**config.mk**
```make
export PLATFORM = sky130hd
export DESIGN_NAME = rcb_div
export DESIGN_NICKNAME = d
export VERILOG_FILES = /design/src/hw/rtl/assert_macros.svh /design/src/hw/rtl/rcb_pkg.sv /design/src/hw/rtl/rcb_div.sv
export SDC_FILE = /design/constraint.sdc
export NUM_CORES = 1
export LEC_CHECK = 0
export BUFFER_PORTS_ARGS = -buffer_cell sky130_fd_sc_hd__buf_2
export CAP_MARGIN = 20
export CORE_MARGIN = 2
export CORE_UTILIZATION = 55
export DETAILED_ROUTE_END_ITERATION = 7
export HOLD_SLACK_MARGIN = 0.05
export PLACE_DENSITY = 0.76
export SYNTH_ARGS = -nofsm -noshare
export SYNTH_HDL_FRONTEND = slang
export SYNTH_SLANG_ARGS = --single-unit
```
**constraint.sdc**
```tcl
create_clock -name clk_i -period 5.08 [get_ports clk_i]
set_clock_uncertainty 0.1 [all_clocks]
set_input_delay 0.762 -clock clk_i [delete_from_list [all_inputs] [get_ports clk_i]]
set_output_delay 0.762 -clock clk_i [all_outputs]
set_load 0.05 [all_outputs]
```
**src/hw/rtl/assert_macros.svh**
```systemverilog
// ---------------------------------------------------------------------------
// Assertion macros
// Concurrent assertion wrappers on clk_i and rst_ni, compiled out for synthesis.
// ---------------------------------------------------------------------------
`ifndef ASSERT_MACROS_SVH
`define ASSERT_MACROS_SVH
`ifndef SYNTHESIS
// Property must hold at every clock edge out of reset.
`define ASSERT_PROP(lbl, prop, msg) \
  lbl: assert property (@(posedge clk_i) disable iff (!rst_ni) (prop)) else $error(msg);
// Condition must never be true out of reset.
`define ASSERT_NEVER(lbl, cond, msg) \
  lbl: assert property (@(posedge clk_i) disable iff (!rst_ni) !(cond)) else $error(msg);
`else
`define ASSERT_PROP(lbl, prop, msg)
`define ASSERT_NEVER(lbl, cond, msg)
`endif
`endif

```
**src/hw/rtl/rcb_pkg.sv**
```systemverilog
`timescale 1ns / 1ps
// ---------------------------------------------------------------------------
// RGB 9x9 convolution package
// Types, register codes and kernel coefficient tables shared by the block.
// ---------------------------------------------------------------------------
package rcb_pkg;

  // Register file layout.
  localparam int unsigned SZ_W       = 11;
  localparam int unsigned CFG_IDX_W  = 2;
  localparam int unsigned CFG_DATA_W = 11;
  localparam logic [CFG_IDX_W-1:0] REG_WIDTH  = 2'd0;
  localparam logic [CFG_IDX_W-1:0] REG_HEIGHT = 2'd1;
  localparam logic [CFG_IDX_W-1:0] REG_FILTER = 2'd2;
  localparam logic [SZ_W-1:0] WIDTH_RST  = 11'd640;
  localparam logic [SZ_W-1:0] HEIGHT_RST = 11'd480;

  // Defaults for the top-level parameters.
  localparam int unsigned DEF_MAX_WIDTH  = 1024;
  localparam int unsigned DEF_MAX_HEIGHT = 1024;

  // Kernel geometry.
  localparam int unsigned KSIZE  = 9;
  localparam int unsigned HALF_K = KSIZE / 2;
  localparam int unsigned QN     = HALF_K + 1;
  localparam int unsigned TAPS   = KSIZE * KSIZE;
  localparam int unsigned HIST_ROWS_W = 4;

  // Datapath widths.
  localparam int unsigned COEF_W = 10;
  localparam int unsigned ACC_W  = 24;
  localparam int unsigned WGT_W  = 16;
  localparam int unsigned PIX_W  = 24;

  localparam logic signed [WGT_W-1:0] BLUR_WEIGHT  = 16'sd9993;
  localparam logic signed [WGT_W-1:0] SHARP_WEIGHT = -16'sd128;

  typedef logic [7:0] chan_t;

  typedef struct packed {
    logic  kind;
    chan_t in_red;
    chan_t in_green;
    chan_t in_blue;
  } in_item_t;

  typedef struct packed {
    chan_t out_red;
    chan_t out_green;
    chan_t out_blue;
    logic  frame_end;
  } out_item_t;

  // One window tap as it travels along the cell chain.
  typedef struct packed {
    logic [PIX_W-1:0]         pix;
    logic                     ok;
    logic signed [COEF_W-1:0] coef;
  } tap_t;

  // Upper-left quadrant of each symmetric kernel.
  localparam logic signed [COEF_W-1:0] BLUR_Q [QN*QN] = '{
    10'sd8,  10'sd18,  10'sd34,  10'sd50,  10'sd56,
    10'sd18, 10'sd44,  10'sd82,  10'sd119, 10'sd135,
    10'sd34, 10'sd82,  10'sd153, 10'sd223, 10'sd253,
    10'sd50, 10'sd119, 10'sd223, 10'sd325, 10'sd368,
    10'sd56, 10'sd135, 10'sd253, 10'sd368, 10'sd417
  };

  localparam logic signed [COEF_W-1:0] SHARP_Q [QN*QN] = '{
    10'sd0, 10'sd1, 10'sd1, 10'sd2,   10'sd2,
    10'sd1, 10'sd2, 10'sd4, 10'sd5,   10'sd5,
    10'sd1, 10'sd4, 10'sd5, 10'sd3,   10'sd0,
    10'sd2, 10'sd5, 10'sd3, -10'sd20, -10'sd36,
    10'sd2, 10'sd5, 10'sd0, -10'sd36, -10'sd88
  };

  // Coefficient at kernel row k, column l, folded onto the quadrant.
  function automatic logic signed [COEF_W-1:0] kernel_coef(input logic       sel,
                                                           input logic [3:0] k,
                                                           input logic [3:0] l);
    logic [2:0] fk;
    logic [2:0] fl;
    logic [4:0] idx;
    fk  = (k > 4'(HALF_K)) ? 3'(4'(KSIZE - 1) - k) : 3'(k);
    fl  = (l > 4'(HALF_K)) ? 3'(4'(KSIZE - 1) - l) : 3'(l);
    idx = 5'(fk) * 5'(QN) + 5'(fl);
    return sel ? SHARP_Q[idx] : BLUR_Q[idx];
  endfunction

endpackage

```
**src/hw/rtl/rcb_div.sv**
```systemverilog
`timescale 1ns / 1ps
// ---------------------------------------------------------------------------
// Normalizing divider
// Bit-serial signed division truncating toward zero, then clamp to 0..255.
// ---------------------------------------------------------------------------
module rcb_div
  import rcb_pkg::*;
(
  input  logic                    clk_i,
  input  logic                    rst_ni,
  input  logic                    start_i,
  input  logic signed [ACC_W-1:0] dividend_i,
  input  logic signed [WGT_W-1:0] divisor_i,
  output logic                    done_o,
  output chan_t                   result_o
);

  localparam int unsigned CNT_W = $clog2(ACC_W);
  localparam logic [CNT_W-1:0] CNT_LAST = CNT_W'(ACC_W - 1);

  logic             busy_q;
  logic             done_q;
  logic [CNT_W-1:0] cnt_q;
  logic [ACC_W-1:0] quo_q;
  logic [WGT_W-1:0] rem_q;
  logic [WGT_W-1:0] den_q;
  logic             neg_q;

  logic [ACC_W-1:0] num_mag;
  logic [WGT_W-1:0] den_mag;
  logic [WGT_W:0]   trial;
  logic             ge;
  logic [WGT_W-1:0] rem_d;

  assign num_mag = dividend_i[ACC_W-1] ? ACC_W'(-dividend_i) : ACC_W'(dividend_i);
  assign den_mag = divisor_i[WGT_W-1] ? WGT_W'(-divisor_i) : WGT_W'(divisor_i);

  // One restoring step per cycle.
  assign trial = {rem_q, quo_q[ACC_W-1]};
  assign ge    = trial >= {1'b0, den_q};
  assign rem_d = ge ? WGT_W'(trial - {1'b0, den_q}) : WGT_W'(trial);

  // Sequencing; a zero divisor passes the sum through unchanged.
  always_ff @(posedge clk_i or negedge rst_ni) begin
    if (!rst_ni) begin
      busy_q <= 1'b0;
      done_q <= 1'b0;
      cnt_q  <= '0;
    end else begin
      done_q <= start_i ? (divisor_i == '0) : (busy_q && (cnt_q == CNT_LAST));
      if (start_i) begin
        busy_q <= (divisor_i != '0);
        cnt_q  <= '0;
      end else if (busy_q) begin
        cnt_q <= cnt_q + 1'b1;
        if (cnt_q == CNT_LAST) begin
          busy_q <= 1'b0;
        end
      end
    end
  end

  // Operand and quotient registers.
  always_ff @(posedge clk_i) begin
    if (start_i) begin
      quo_q <= num_mag;
      den_q <= den_mag;
      rem_q <= '0;
      neg_q <= dividend_i[ACC_W-1] ^ ((divisor_i != '0) && divisor_i[WGT_W-1]);
    end else if (busy_q) begin
      rem_q <= rem_d;
      quo_q <= {quo_q[ACC_W-2:0], ge};
    end
  end

  // A negative quotient clamps to zero, a large one to full scale.
  always_comb begin
    if (neg_q && (quo_q != '0)) begin
      result_o = '0;
    end else if (quo_q > ACC_W'(255)) begin
      result_o = 8'hFF;
    end else begin
      result_o = quo_q[7:0];
    end
  end

  assign done_o = done_q;

endmodule

```
==> flow_metrics.py <==
metrics = {
    "drt": {
        "wl_met3_um": 422,
        "num_vias": 3423,
        "highest_layer": "met4",
        "wl_met2_um": 4399,
        "met1_length_um": 4483,
        "firstDrtPassIters": 5,
        "wirelength_um": 9445,
        "vias_per_cell": 5.772,
        "wire_per_inst_um": 15.93,
        "remaining_drc_errors": 0,
        "final_antenna_net_count": 0,
        "detail_route.iter0.violations": 211,
    },
    "synthesis": {
        "postSynthCellCount": 438,
        "synth_nets": 501,
        "synth_area_um2": 4254,
        "synthFlopType": "edfxtp_1",
        "async_reset_ff_share_pct": 10.94,
        "syn_avg_cell_area_um2": 9.713,
        "ys_warn_count": 0,
        "synth-seq-cells": 64,
        "synth-edff-count": 41,
        "ys_seq_area_share_pct": 40.59,
        "yosysUniqueCellTypes": 61,
    },
    "clock_network": {
        "hold_buffers": 0,
        "clkLatencyLatePin_ns": 0.35,
        "cts_resized": 0,
        "cts_made_buffers": 9,
        "clock-root-buffer": "clkbuf_8",
        "cts_setup_buffers": 0,
        "clkTransAtPathRegs_ns": 0.08,
        "cts_buffer_depth": 2,
        "htreeDepth": 3,
        "cts_tree": "yes",
        "clock-sinks": 64,
    },
    "setup_path": {
        "worstSetupEndpointType": "output port",
        "max_stage_delay_ns": 0.42,
        "critPathLaunchType": "register",
        "arrival_ns": 2.41,
        "crit_path_top_delay_cell": "nor4_1",
        "critPathKind": "reg2out",
        "path_max_fanout": 8,
        "cp_data_required_time_ns": 4.22,
        "crit_chain": "nor4_1, nand4_1, nor2_1, nand3_1, nand2_1, o21a_1, buf_2",
    },
    "sta": {
        "tns_ns": 0,
        "hold_ws_ns": 0.1256,
        "rsz0062_at_grt": "no",
        "maxSlewHeadroom_pct": 40.84,
        "setup_viol": 0,
        "fmax_mhz": 305.4,
        "min_period_ns": 3.275,
        "slew_viol_final": 0,
        "hold_viol_final": 0,
        "worst_pin_slew_ns": 0.8864,
        "finalCritPeriodShare_pct": 64.46,
    },
    "run": {
        "max_cap_viol_count": 0,
    },
    "power": {
        "p_leak_uw": 0.001989,
        "p_per_area_nw_per_um2": 336.3,
        "vdd_drop_max_mv": 0.2304,
    },
    "cells_and_area": {
        "n_fill_cell": 620,
        "layout.cells.non_filler": 593,
        "final_net_count": 549,
        "multi_input_comb_area_um2": 2361,
        "final-seq-area_um2": 1727,
        "syn2layout_area_growth_pct": 12.85,
        "antenna_cells": 0,
        "drive_gt1_share_pct": 18.33,
    },
    "floorplan": {
        "die_y_um": 91.95,
        "ios": 52,
        "dieArea_um2": 8454,
        "core_area_um2": 7607,
        "die_w_um": 91.95,
        "row_count": 32,
        "start_util_pct": 55.92,
    },
    "outcome": {
        "status": "complete, no violations",
    },
    "global_route": {
        "overflow": 0,
        "grt_use_total_pct": 23.46,
        "antenna_found_initial": 0,
        "grt_max_degree": 67,
        "grt_pass1_wl_um": 15740,
        "grt_pass1_vias": 3337,
    },
    "placed_design": {
        "io_buffer_count": 51,
        "gp_congestion": 0.9331,
        "dp_hpwl_um": 6881,
        "place_inst": 577,
    },
    "hold_path": {
        "hp-class": "in2async",
    },
}
-- path summary, 6_finish.rpt --
path | depth (start not counted) | end | slack, ns | start
min | 1 | cnt_q[3] | 0.13 | rst_ni
max reg2reg | 10 | rem_q[0] | 2.20 | den_q[10]
min in group clk_i | 2 | rem_q[12] | 0.38 | rem_q[12]
max in group asynchronous | 1 | cnt_q[0] | 4.60 | rst_ni
max | 7 | result_o[2] | 1.81 | quo_q[11]
min reg2reg | 2 | rem_q[12] | 0.38 | rem_q[12]
-- sequential cells by signal (all words and copies together) (netlist names) --
name / count
cnt_q: 5
den_q: 16
neg_q: 1
rem_q: 16
done_o: 1
busy_q: 1
quo_q: 24
-- area by class of cell --
| class | count | area share [%] |
|---|---|---|
| well taps | 102 | 2.658 |
| clock inverters | 3 | 0.9904 |
| flip-flops and latches | 64 | 35.97 |
| inverters | 24 | 1.876 |
| clock buffers | 13 | 3.544 |
| repair buffers | 54 | 5.786 |
| multi-input cells | 333 | 49.18 |
-- cell usage after synthesis (10+ instances only) --
master    count  area share [%]
ha_1         19             5.6
nand2_1      29             2.6
clkbuf_1     13             1.1
inv_1        24             2.1
edfxtp_1     41              29
xor2_1       24             4.9
o31ai_1      12             2.1
a211oi_1     11             1.9
nor2_1       54             4.8
xnor2_1      28             5.8
o21ai_0      10             1.2
mux2i_1      13             3.1
dfxtp_1      16             7.5
a21oi_1      25             2.9
-- layer usage --
layer  vias up  track usage (%)
met5         -                0
met4         0            5.970
met3        15            5.177
met2        89            37.38
met1      1621            32.64
li1       1698                -
-- where the power goes --
| group | switching [uW] | total [uW] | internal (uW) |
|---|---|---|---|
| registers | 46.4 | 674 | 628 |
| clock network | 209 | 481 | 272 |
| logic | 271 | 459 | 188 |
| total | 527 | 1610 | 1090 |
-- stage by stage --
step | setup WS (ns) | util, % | power (uW) | area (um^2)
6_report | 1.805 | 63.11 | 1615 | 4801
5_1_grt | 1.729 | 63.11 | 1692 | 4801
2_1_floorplan | 2.555 | - | 1016 | 4254
3_3_place_gp | 2.241 | 60.25 | 1121 | 4583
3_5_place_dp | 2.218 | 60.25 | 1136 | 4583
4_1_cts | 1.853 | 63.11 | 1614 | 4801
-- kinds of logic after synthesis --
family,Yosys count,synth area share (%)
fa+ha+maj,20,6.059
simple gates,134,15.68
mux,22,5.441
flops,64,40.59
xor+xnor,52,10.71
buf+inv,41,3.912
compound gates,105,17.62
-- critical path, delay by kind of cell, from the launching register on --
family,cells,cell delay [ns]
AND/OR/NAND/NOR,5,1.28
flip-flops,1,0.39
buffers and inverters,1,0.25
AO/OA/AOI/OAI,1,0.13
-- layout by cell type (no fill, tap or decap), types with 5 or more instances in the layout --
cell type	count
clkbuf_8	10
nand2b_1	6
nor4_1	8
a211oi_1	11
o21ai_0	10
edfxtp_1	41
a21o_1	5
nor2_1	54
mux2_2	8
o31ai_1	12
dfrtp_1	7
ha_1	19
xnor2_1	28
mux2i_1	13
buf_2	51
xor2_1	24
o21ai_1	8
dfxtp_1	16
nor3_1	5
inv_1	24
a21oi_1	25
nand4_1	5
o21a_1	5
nand2_1	29
(Power assumes the default switching activity.)
