**src/hw/rtl/assert_macros.svh**
```systemverilog
// ---------------------------------------------------------------------------
// Assertion macros
// Concurrent assertion wrappers on clk_i and rst_ni, compiled out for synthesis.
// ---------------------------------------------------------------------------
`ifndef ASSERT_MACROS_SVH
`define ASSERT_MACROS_SVH
`ifndef SYNTHESIS
// Property must hold at every clock edge out of reset.
`define ASSERT_PROP(lbl, prop, msg) \
  lbl: assert property (@(posedge clk_i) disable iff (!rst_ni) (prop)) else $error(msg);
// Condition must never be true out of reset.
`define ASSERT_NEVER(lbl, cond, msg) \
  lbl: assert property (@(posedge clk_i) disable iff (!rst_ni) !(cond)) else $error(msg);
`else
`define ASSERT_PROP(lbl, prop, msg)
`define ASSERT_NEVER(lbl, cond, msg)
`endif
`endif

```
**src/hw/rtl/rcb_pkg.sv**
```systemverilog
`timescale 1ns / 1ps
// ---------------------------------------------------------------------------
// RGB 9x9 convolution package
// Types, register codes and kernel coefficient tables shared by the block.
// ---------------------------------------------------------------------------
package rcb_pkg;

  // Register file layout.
  localparam int unsigned SZ_W       = 11;
  localparam int unsigned CFG_IDX_W  = 2;
  localparam int unsigned CFG_DATA_W = 11;
  localparam logic [CFG_IDX_W-1:0] REG_WIDTH  = 2'd0;
  localparam logic [CFG_IDX_W-1:0] REG_HEIGHT = 2'd1;
  localparam logic [CFG_IDX_W-1:0] REG_FILTER = 2'd2;
  localparam logic [SZ_W-1:0] WIDTH_RST  = 11'd640;
  localparam logic [SZ_W-1:0] HEIGHT_RST = 11'd480;

  // Defaults for the top-level parameters.
  localparam int unsigned DEF_MAX_WIDTH  = 1024;
  localparam int unsigned DEF_MAX_HEIGHT = 1024;

  // Kernel geometry.
  localparam int unsigned KSIZE  = 9;
  localparam int unsigned HALF_K = KSIZE / 2;
  localparam int unsigned QN     = HALF_K + 1;
  localparam int unsigned TAPS   = KSIZE * KSIZE;
  localparam int unsigned HIST_ROWS_W = 4;

  // Datapath widths.
  localparam int unsigned COEF_W = 10;
  localparam int unsigned ACC_W  = 24;
  localparam int unsigned WGT_W  = 16;
  localparam int unsigned PIX_W  = 24;

  localparam logic signed [WGT_W-1:0] BLUR_WEIGHT  = 16'sd9993;
  localparam logic signed [WGT_W-1:0] SHARP_WEIGHT = -16'sd128;

  typedef logic [7:0] chan_t;

  typedef struct packed {
    logic  kind;
    chan_t in_red;
    chan_t in_green;
    chan_t in_blue;
  } in_item_t;

  typedef struct packed {
    chan_t out_red;
    chan_t out_green;
    chan_t out_blue;
    logic  frame_end;
  } out_item_t;

  // One window tap as it travels along the cell chain.
  typedef struct packed {
    logic [PIX_W-1:0]         pix;
    logic                     ok;
    logic signed [COEF_W-1:0] coef;
  } tap_t;

  // Upper-left quadrant of each symmetric kernel.
  localparam logic signed [COEF_W-1:0] BLUR_Q [QN*QN] = '{
    10'sd8,  10'sd18,  10'sd34,  10'sd50,  10'sd56,
    10'sd18, 10'sd44,  10'sd82,  10'sd119, 10'sd135,
    10'sd34, 10'sd82,  10'sd153, 10'sd223, 10'sd253,
    10'sd50, 10'sd119, 10'sd223, 10'sd325, 10'sd368,
    10'sd56, 10'sd135, 10'sd253, 10'sd368, 10'sd417
  };

  localparam logic signed [COEF_W-1:0] SHARP_Q [QN*QN] = '{
    10'sd0, 10'sd1, 10'sd1, 10'sd2,   10'sd2,
    10'sd1, 10'sd2, 10'sd4, 10'sd5,   10'sd5,
    10'sd1, 10'sd4, 10'sd5, 10'sd3,   10'sd0,
    10'sd2, 10'sd5, 10'sd3, -10'sd20, -10'sd36,
    10'sd2, 10'sd5, 10'sd0, -10'sd36, -10'sd88
  };

  // Coefficient at kernel row k, column l, folded onto the quadrant.
  function automatic logic signed [COEF_W-1:0] kernel_coef(input logic       sel,
                                                           input logic [3:0] k,
                                                           input logic [3:0] l);
    logic [2:0] fk;
    logic [2:0] fl;
    logic [4:0] idx;
    fk  = (k > 4'(HALF_K)) ? 3'(4'(KSIZE - 1) - k) : 3'(k);
    fl  = (l > 4'(HALF_K)) ? 3'(4'(KSIZE - 1) - l) : 3'(l);
    idx = 5'(fk) * 5'(QN) + 5'(fl);
    return sel ? SHARP_Q[idx] : BLUR_Q[idx];
  endfunction

endpackage

```
**src/hw/rtl/rcb_cell.sv**
```systemverilog
`timescale 1ns / 1ps
// ---------------------------------------------------------------------------
// Window cell
// One tap of the 9x9 window; passes its tap to the next cell on each shift.
// ---------------------------------------------------------------------------
module rcb_cell
  import rcb_pkg::*;
(
  input  logic clk_i,
  input  logic shift_i,
  input  tap_t tap_i,
  output tap_t tap_o
);

  tap_t tap_q;

  // Taps outside the image hold a zero pixel.
  always_ff @(posedge clk_i) begin
    if (shift_i) begin
      tap_q.pix  <= tap_i.ok ? tap_i.pix : '0;
      tap_q.ok   <= tap_i.ok;
      tap_q.coef <= tap_i.coef;
    end
  end

  assign tap_o = tap_q;

endmodule

```
**config.mk**
```make
export PLATFORM = sky130hd
export DESIGN_NAME = rcb_cell
export DESIGN_NICKNAME = d
export VERILOG_FILES = /design/src/hw/rtl/assert_macros.svh /design/src/hw/rtl/rcb_pkg.sv /design/src/hw/rtl/rcb_cell.sv
export SDC_FILE = /design/constraint.sdc
export NUM_CORES = 1
export LEC_CHECK = 0
export BUFFER_PORTS_ARGS = -buffer_cell sky130_fd_sc_hd__buf_2
export CAP_MARGIN = 5
export CORE_ASPECT_RATIO = 1.25
export CORE_MARGIN = 2
export CORE_UTILIZATION = 45
export DETAILED_ROUTE_END_ITERATION = 7
export GPL_ROUTABILITY_DRIVEN = 0
export GPL_TIMING_DRIVEN = 0
export PLACE_DENSITY = 0.85
export SLEW_MARGIN = 20
export SYNTH_ARGS = -nofsm -noshare
export SYNTH_HDL_FRONTEND = slang
export SYNTH_SLANG_ARGS = --single-unit
```
**constraint.sdc**
```tcl
create_clock -name clk_i -period 1.4 [get_ports clk_i]
set_clock_uncertainty 0.05 [all_clocks]
set_input_delay 0.14 -clock clk_i [delete_from_list [all_inputs] [get_ports clk_i]]
set_output_delay 0.14 -clock clk_i [all_outputs]
set_load 0.01 [all_outputs]
```
==> summary.md, run 1 <==
| Metric | Value |
|---|---|
| Outcome | complete, no violations |
| Final Cycle Share | 78.4% |
| Most frequent cell after synthesis | edfxtp_1 |
| Post-synthesis cell area | 0.00125 mm2 |
| Initial antenna violation count | 0 |
| Largest net degree at the start of global routing | 36 |
| DRC | 0 |
| Clock-pin slew on the worst setup and hold paths | roughly 0.1 ns |
| Final hold viol count | 0 |
| # resized after CTS | 0 |
| RSZ-0062 raised after global routing | no |
| Crit path capture | tap_o[0] |
| Die Span Y | 62.8 um |
| Max_slew headroom | between 50% and 60% |
| Leakage | just under 0.8 nW |
| Setup TNS | 0 ns |
| Cell Pwr Density | 1120 mW/mm2 |
| Syn-to-layout area delta | 43.7% |
| Hold Path Class | in -> reg |
| I/O pin count | 72 |
| Netlist cell types | 4 |
| Ys async rst share | 0% |
| Drt wl/cell | 14.7 um |
| Max reg flops | 35 |
| Top FF cell, synth | edfxtp_1 |
| WP buf/inv | 1 |
| First-pass GRT wire length | 3850 um |
| Tot GR Track Use | 18.0% |
| Post-CTS Setup Bufs | 0 |
| WL final | 2690 um |
| Worst slew pin tran | 0.731 ns |
| DR pass1 iterations | 4 |
| DR vias | 834 |
| FP Rows | 21 |
| List of most frequent post-synthesis cells | 35 x edfxtp_1, 18 x and2_2, 6 x and2_1 |
| Post-synth top area cell | edfxtp_1 |
| # diodes | 0 |
| Share of the yosys chip area belonging to registers | 84.3% |
| Placed insts | 166 |
| Initial core utilization | 47.0% |
| Final Net Count | 186 |
| Grt total ovfl | 0 |
| Synthesized net count | between 90 and 100 |
| WP data required | 1.21 ns |
| Start point of the critical path | tap_o[0]$_DFFE_PP_ |
| H-tree levels | 2 |
| DR vias/cell | 4.56 |
| Detailed Route Iter0 Violations | 11 |
| Count of final setup violators | 0 |
| Mapped Cells | 61 |
| Crit-path cells | buf_2 |
| Die Area | 0.00321 mm2 |
| Final Non-Filler Cells | 183 |
| Clock buffer depth | 2 |
| Crit-path slowest cell | edfxtp_1 |
| Critical path endpoint category | output pin |
| Syn Area/Cell | 20.4 um2 |
| CP top delay family | flip-flops |
| Vias in the first global route | roughly 800 |
| Largest cells by area after synthesis | edfxtp_1 84%, and2_2 11%, and2_1 3.0%, buf_6 1.8% |
| Final-report max-slew violation count | 0 |
| CP Depth | 1 |
| Total CTS buffers | 5 |
| CTS tree | built |
| Root buffer selected by CTS | clkbuf_4 |
| Worst stage delay on the critical path | 0.41 ns |
| #FFs+latches synth | 35 |
| Antenna Nets Post-Route | 0 |
| I/O Buffers | 71 |
| Setup Crit Path Kind | reg -> out |
| CP arrival | 0.91 ns |
| Clock Sinks | 35 |
| Fin crit period | 1.10 ns |
| Startpoint types | register |
| Placeable Area | around 0.0027 mm2 |
| Die span in x | 51.1 um |
| Post-synth EDFFs | 35 |
| MaxCap Viol Count | 0 |
| Worst Path Max Fanout | 1 |
| Yosys top cell area share | between 80% and 90% |
| Max VDD drop | 0.000837 V |
| Fmax | 911 MHz |
| Syn. warnings | 0 |
| Share of layout cells above drive strength 1 | 65.1% |
[through the flow]
stage | area (um2) | utilization (%) | hold slack (ns) | setup WS [ns] | power (W)
after global routing | 1790 | 67.5 | 0.0161 | 0.247 | 0.00210
after floorplan | 1250 | - | 0.189 | 0.703 | 0.00137
after detailed placement | 1640 | 62.0 | 0.275 | 0.247 | 0.00152
after global placement | 1640 | 62.0 | 0.271 | 0.277 | 0.00151
after CTS | 1790 | 67.5 | 0.00991 | 0.312 | 0.00201
final | 1790 | 67.5 | 0.0257 | 0.302 | 0.00201
[how the worst min path moves through the flow]
| stage | from | to | slack (ns) | cells after the start |
|---|---|---|---|---|
| after floorplan | tap_i[0] | tap_o[0]$_DFFE_PP_ | 0.19 | 0 |
| after global placement | tap_i[1] | tap_o[1]$_DFFE_PP_ | 0.27 | 1 |
| after detailed placement | tap_i[5] | tap_o[5]$_DFFE_PP_ | 0.27 | 1 |
| after CTS | tap_i[10] | tap_o[10]$_DFFE_PP_ | 0.01 | 1 |
| after global routing | tap_i[30] | tap_o[30]$_SDFFCE_PN0P_ | 0.02 | 2 |
| final | tap_i[10] | tap_o[10]$_DFFE_PP_ | 0.03 | 1 |
[power breakdown]
group	internal, W	switching, W	total [W]
Sequential	0.00124	0.0000210	0.00126
Clock	0.000178	0.000308	0.000486
Combinational	0.000132	0.000124	0.000257
[cells by family after synthesis]
group / after synthesis / synth area share (%)
AND/OR/NAND/NOR: 24 / 13.9
flip-flops: 35 / 84.3
buffers and inverters: 2 / 1.81
[timing repair]
action | in CTS | in global routing
hold endpoints to repair | 10 | 0
setup endpoints to repair | 0 | 0
hold buffers | 10 | 0
[per-layer routing]
metal	track usage, %	part of all wire [%]
met2	32.5	55
met3	5.50	8.5
met5	0	0
met1	16.8	34
met4	11.1	2.5
[final cells by class]
cell class	instances	area [um2]
Clock buffer	5	37.5
Clock inverter	2	8.76
Buffer	2	22.5
Timing Repair Buffer	81	455
Sequential cell	35	1050
Tap cell	34	42.5
Fill cell	191	863
Multi-Input combinational cell	24	173
[cell usage in the layout, fill, tap and decap left out]
master         Yosys  layout
and2_1             6       6
dlygate4sd3_1      0      10
clkinv_1           0       1
clkbuf_4           0       5
buf_6              2       2
buf_2              0      71
and2_2            18      18
clkinv_2           0       1
edfxtp_1          35      35
No activity file was read; power rests on OpenSTA's default activity.
==> inputs of run 2 (changes only) <==
- ABC_AREA: not set -> 1
- CORE_UTILIZATION: 45 -> 38
- PLACE_DENSITY: 0.85 -> 0.77
- clock period: 1.4 -> 1 ns (I/O delays scaled with it)
==> run 2 against run 1 <==
Synthesized cell count is 39% higher. First-iteration DRC count is 91% higher. Non-clock buffer count stayed put. Via count is 6.0% higher. Clock power is 87% higher. Worst hold slack worse by 0.0014 ns. Core utilization is 10 points lower. Final cell count is 15% higher. Sequential share of layout area is 1.4 points lower. Critical endpoint is now tap_o[15].
==> summary.md, run 2 <==
| Metric | Value |
|---|---|
| Fin crit period | 0.956 ns |
| Syn-to-layout area delta | 46.2% |
| Leakage | ~0.95 nW |
| Synthesized net count | around 120 |
| Max VDD drop | between 0.001 and 0.0015 V |
| Syn. warnings | 0 |
| Share of the yosys chip area belonging to registers | between 80% and 90% |
| I/O Buffers | between 70 and 80 |
| Grt total ovfl | 0 |
| Tot GR Track Use | a little over an eighth |
| Worst stage delay on the critical path | 0.38 ns |
| Yosys top cell area share | 83.8% |
| DR pass1 iterations | 4 |
| Post-synthesis cell area | 0.00125 mm2 |
| Hold Path Class | in -> reg |
| Crit-path cells | buf_2 |
| Final-report max-slew violation count | 0 |
| Total CTS buffers | 5 |
| RSZ-0062 raised after global routing | no |
| Vias in the first global route | 838 |
| Ys async rst share | 0% |
| CP Depth | 1 |
| Fillers | around 280 |
| Cell Pwr Density | around 1700 mW/mm2 |
| Combinational power share | a little under an eighth |
| Sw Ratio | between 20% and 30% |
| Antenna Nets Post-Route | 0 |
| Placed insts | 193 |
| Clk pwr share | 29.9% |
| Final Util | 57.4% |
| Internal Power | 0.00238 W |
| Startpoint types | register |
| DR vias | 884 |
| Clock-pin slew on the worst setup and hold paths | 0.07 ns |
| Crit path capture | tap_o[15] |
| Count of final setup violators | 0 |
| Mux share of post-synthesis cell area | 0% |
| H-tree levels | 2 |
| Share of layout cells above drive strength 1 | between 40% and 50% |
| Fmax | 1050 MHz |
| Final Cycle Share | 95.6% |
| Detailed Route Iter0 Violations | 21 |
| Post-synth top area cell | edfxtp_1 |
| Outcome | complete, no violations |
| # diodes | 0 |
| Worst slew pin tran | 0.741 ns |
| Post-synthesis xor/xnor area fraction | 0% |
| DR vias/cell | 4.21 |
| List of most frequent post-synthesis cells | 35 x edfxtp_1, 24 x inv_1, 24 x nand2_1 |
| Setup Crit Path Kind | reg -> out |
| Critical path endpoint category | output pin |
| Top FF cell, synth | edfxtp_1 |
| Final Non-Filler Cells | between 200 and 250 |
| Initial core utilization | 39.2% |
| Complex-gate fraction of the synthesized area | 0% |
| Most frequent cell after synthesis | edfxtp_1 |
| Post-CTS Setup Bufs | 0 |
| Netlist cell types | 4 |
| Post-synthesis simple-gate area fraction | 7.19% |
| CP top delay family | flip-flops |
| Root buffer selected by CTS | clkbuf_8 |
| First-pass GRT wire length | 3660 um |
| Die span in x | 55.4 um |
| Crit-path slowest cell | edfxtp_1 |
| #FFs+latches synth | 35 |
| Max reg flops | 35 |
| DRC | 0 |
| Post-synth EDFFs | 35 |
| Final hold viol count | 0 |
| Mapped Cells | 85 |
| Main combinational cell family by area after synthesis | buffers and inverters |
| Worst Path Max Fanout | 1 |
| Placeable Area | 0.00319 mm2 |
| CTS tree | built |
| WP buf/inv | 1 |
| WP data required | ~0.85 ns |
| Largest cells by area after synthesis | edfxtp_1 84%, inv_1 7.2%, nand2_1 7.2%, buf_6 1.8% |
| Synth Area in Adders | 0% |
| MaxCap Viol Count | 0 |
| Most common cell after layout, fill and taps aside | buf_2 |
| Final Net Count | 210 |
| Clock buffer depth | 2 |
| I/O pin count | just over 70 |
| Max_slew headroom | 50.6% |
| Clock Sinks | 35 |
| Die Span Y | between 60 and 70 um |
| CP arrival | 0.81 ns |
| Largest net degree at the start of global routing | 36 |
| Flop pwr share | 58.3% |
| HPWL after DPL | 1770 um |
| Die Area | 0.00378 mm2 |
| WL final | 2460 um |
| FP Rows | 23 |
| Most frequent cells in the layout | 71 x buf_2, 35 x edfxtp_1, 24 x nand2_1, 24 x inv_1, 10 x dlygate4sd3_1 |
| Syn Area/Cell | 14.7 um2 |
| Drt wl/cell | around 12 um |
| Psw | 0.000655 W |
| Start point of the critical path | tap_o[15]$_SDFFCE_PN0P_ |
| Initial antenna violation count | 0 |
-- run 2: changes by cell type after synthesis --
cell,change
and2_2,-18
nand2_1,+24
and2_1,-6
inv_1,+24
-- run 2: how the worst min path moves through the flow --
| stage | cells past startpoint | startpoint | slack, ns | to |
|---|---|---|---|---|
| 2_1_floorplan | 0 | tap_i[0] | 0.15 | tap_o[0]$_DFFE_PP_ |
| 3_3_place_gp | 1 | tap_i[8] | 0.23 | tap_o[8]$_DFFE_PP_ |
| 3_5_place_dp | 1 | tap_i[3] | 0.23 | tap_o[3]$_DFFE_PP_ |
| 4_1_cts | 3 | tap_i[14] | 0.02 | tap_o[14]$_SDFFCE_PN0P_ |
| 5_1_grt | 3 | tap_i[12] | 0.02 | tap_o[12]$_SDFFCE_PN0P_ |
| 6_report | 3 | tap_i[14] | 0.02 | tap_o[14]$_SDFFCE_PN0P_ |
-- run 2: power by group through the flow --
stage | logic, W | registers [W] | clock network (W)
3_5_place_dp | 0.000330 | 0.00180 | 0
6_report | 0.000355 | 0.00177 | 0.000908
3_3_place_gp | 0.000319 | 0.00180 | 0
5_1_grt | 0.000394 | 0.00178 | 0.000997
2_1_floorplan | 0.0000492 | 0.00187 | 0
4_1_cts | 0.000361 | 0.00177 | 0.000935
-- run 2: cell families (layout without fill, tap and decap cells) --
kind of cell	after synthesis	in the layout
buf+inv	26	114
simple gates	24	24
flops	35	35
-- run 2: area by class of cell --
| type | count | area, um2 | area share (%) |
|---|---|---|---|
| sequential | 35 | 1050 | 57.3 |
| timing repair buffer | 81 | 455 | 24.8 |
| multi-input combinational | 24 | 90.1 | 4.91 |
| inverter | 24 | 90.1 | 4.91 |
| clock buffer | 5 | 68.8 | 3.75 |
| tap | 37 | 46.3 | 2.53 |
| buffer | 2 | 22.5 | 1.23 |
| clock inverter | 2 | 8.76 | 0.478 |
-- run 2: what timing repair did --
action                                  4_1_cts  5_1_grt
endpoints found under the setup margin        0        0
hold endpoints to repair                     10        0
resized for setup                             0        0
hold buffers                                 10        0
-- run 2: tightest hold or removal path, delay by kind of cell --
family / cells / cell delay (ns)
buf+inv: 2 / 0.12
simple gates: 1 / 0.04
-- run 2: metal layers --
metal / global-route usage [%] / up-vias / wire, um
li1: - / 438 / -
met1: 13.0 / 403 / 811
met2: 24.4 / 38 / 1420
met3: 3.78 / 5 / 173
met4: 9.15 / 0 / 56
met5: 0 / - / 0
-- run 2: through the flow --
step | setup TNS (ns) | hold slack (ns) | total power, W | area, um2 | worst slack (ns)
floorplan | 0 | 0.149 | 0.00192 | 1250 | 0.416
global placement | -3.11 | 0.227 | 0.00212 | 1660 | -0.0901
detailed placement | -4.16 | 0.229 | 0.00213 | 1660 | -0.120
CTS | 0 | 0.0184 | 0.00307 | 1830 | 0.0202
global route | 0 | 0.0201 | 0.00317 | 1830 | 0.00516
finish | 0 | 0.0243 | 0.00303 | 1830 | 0.0440
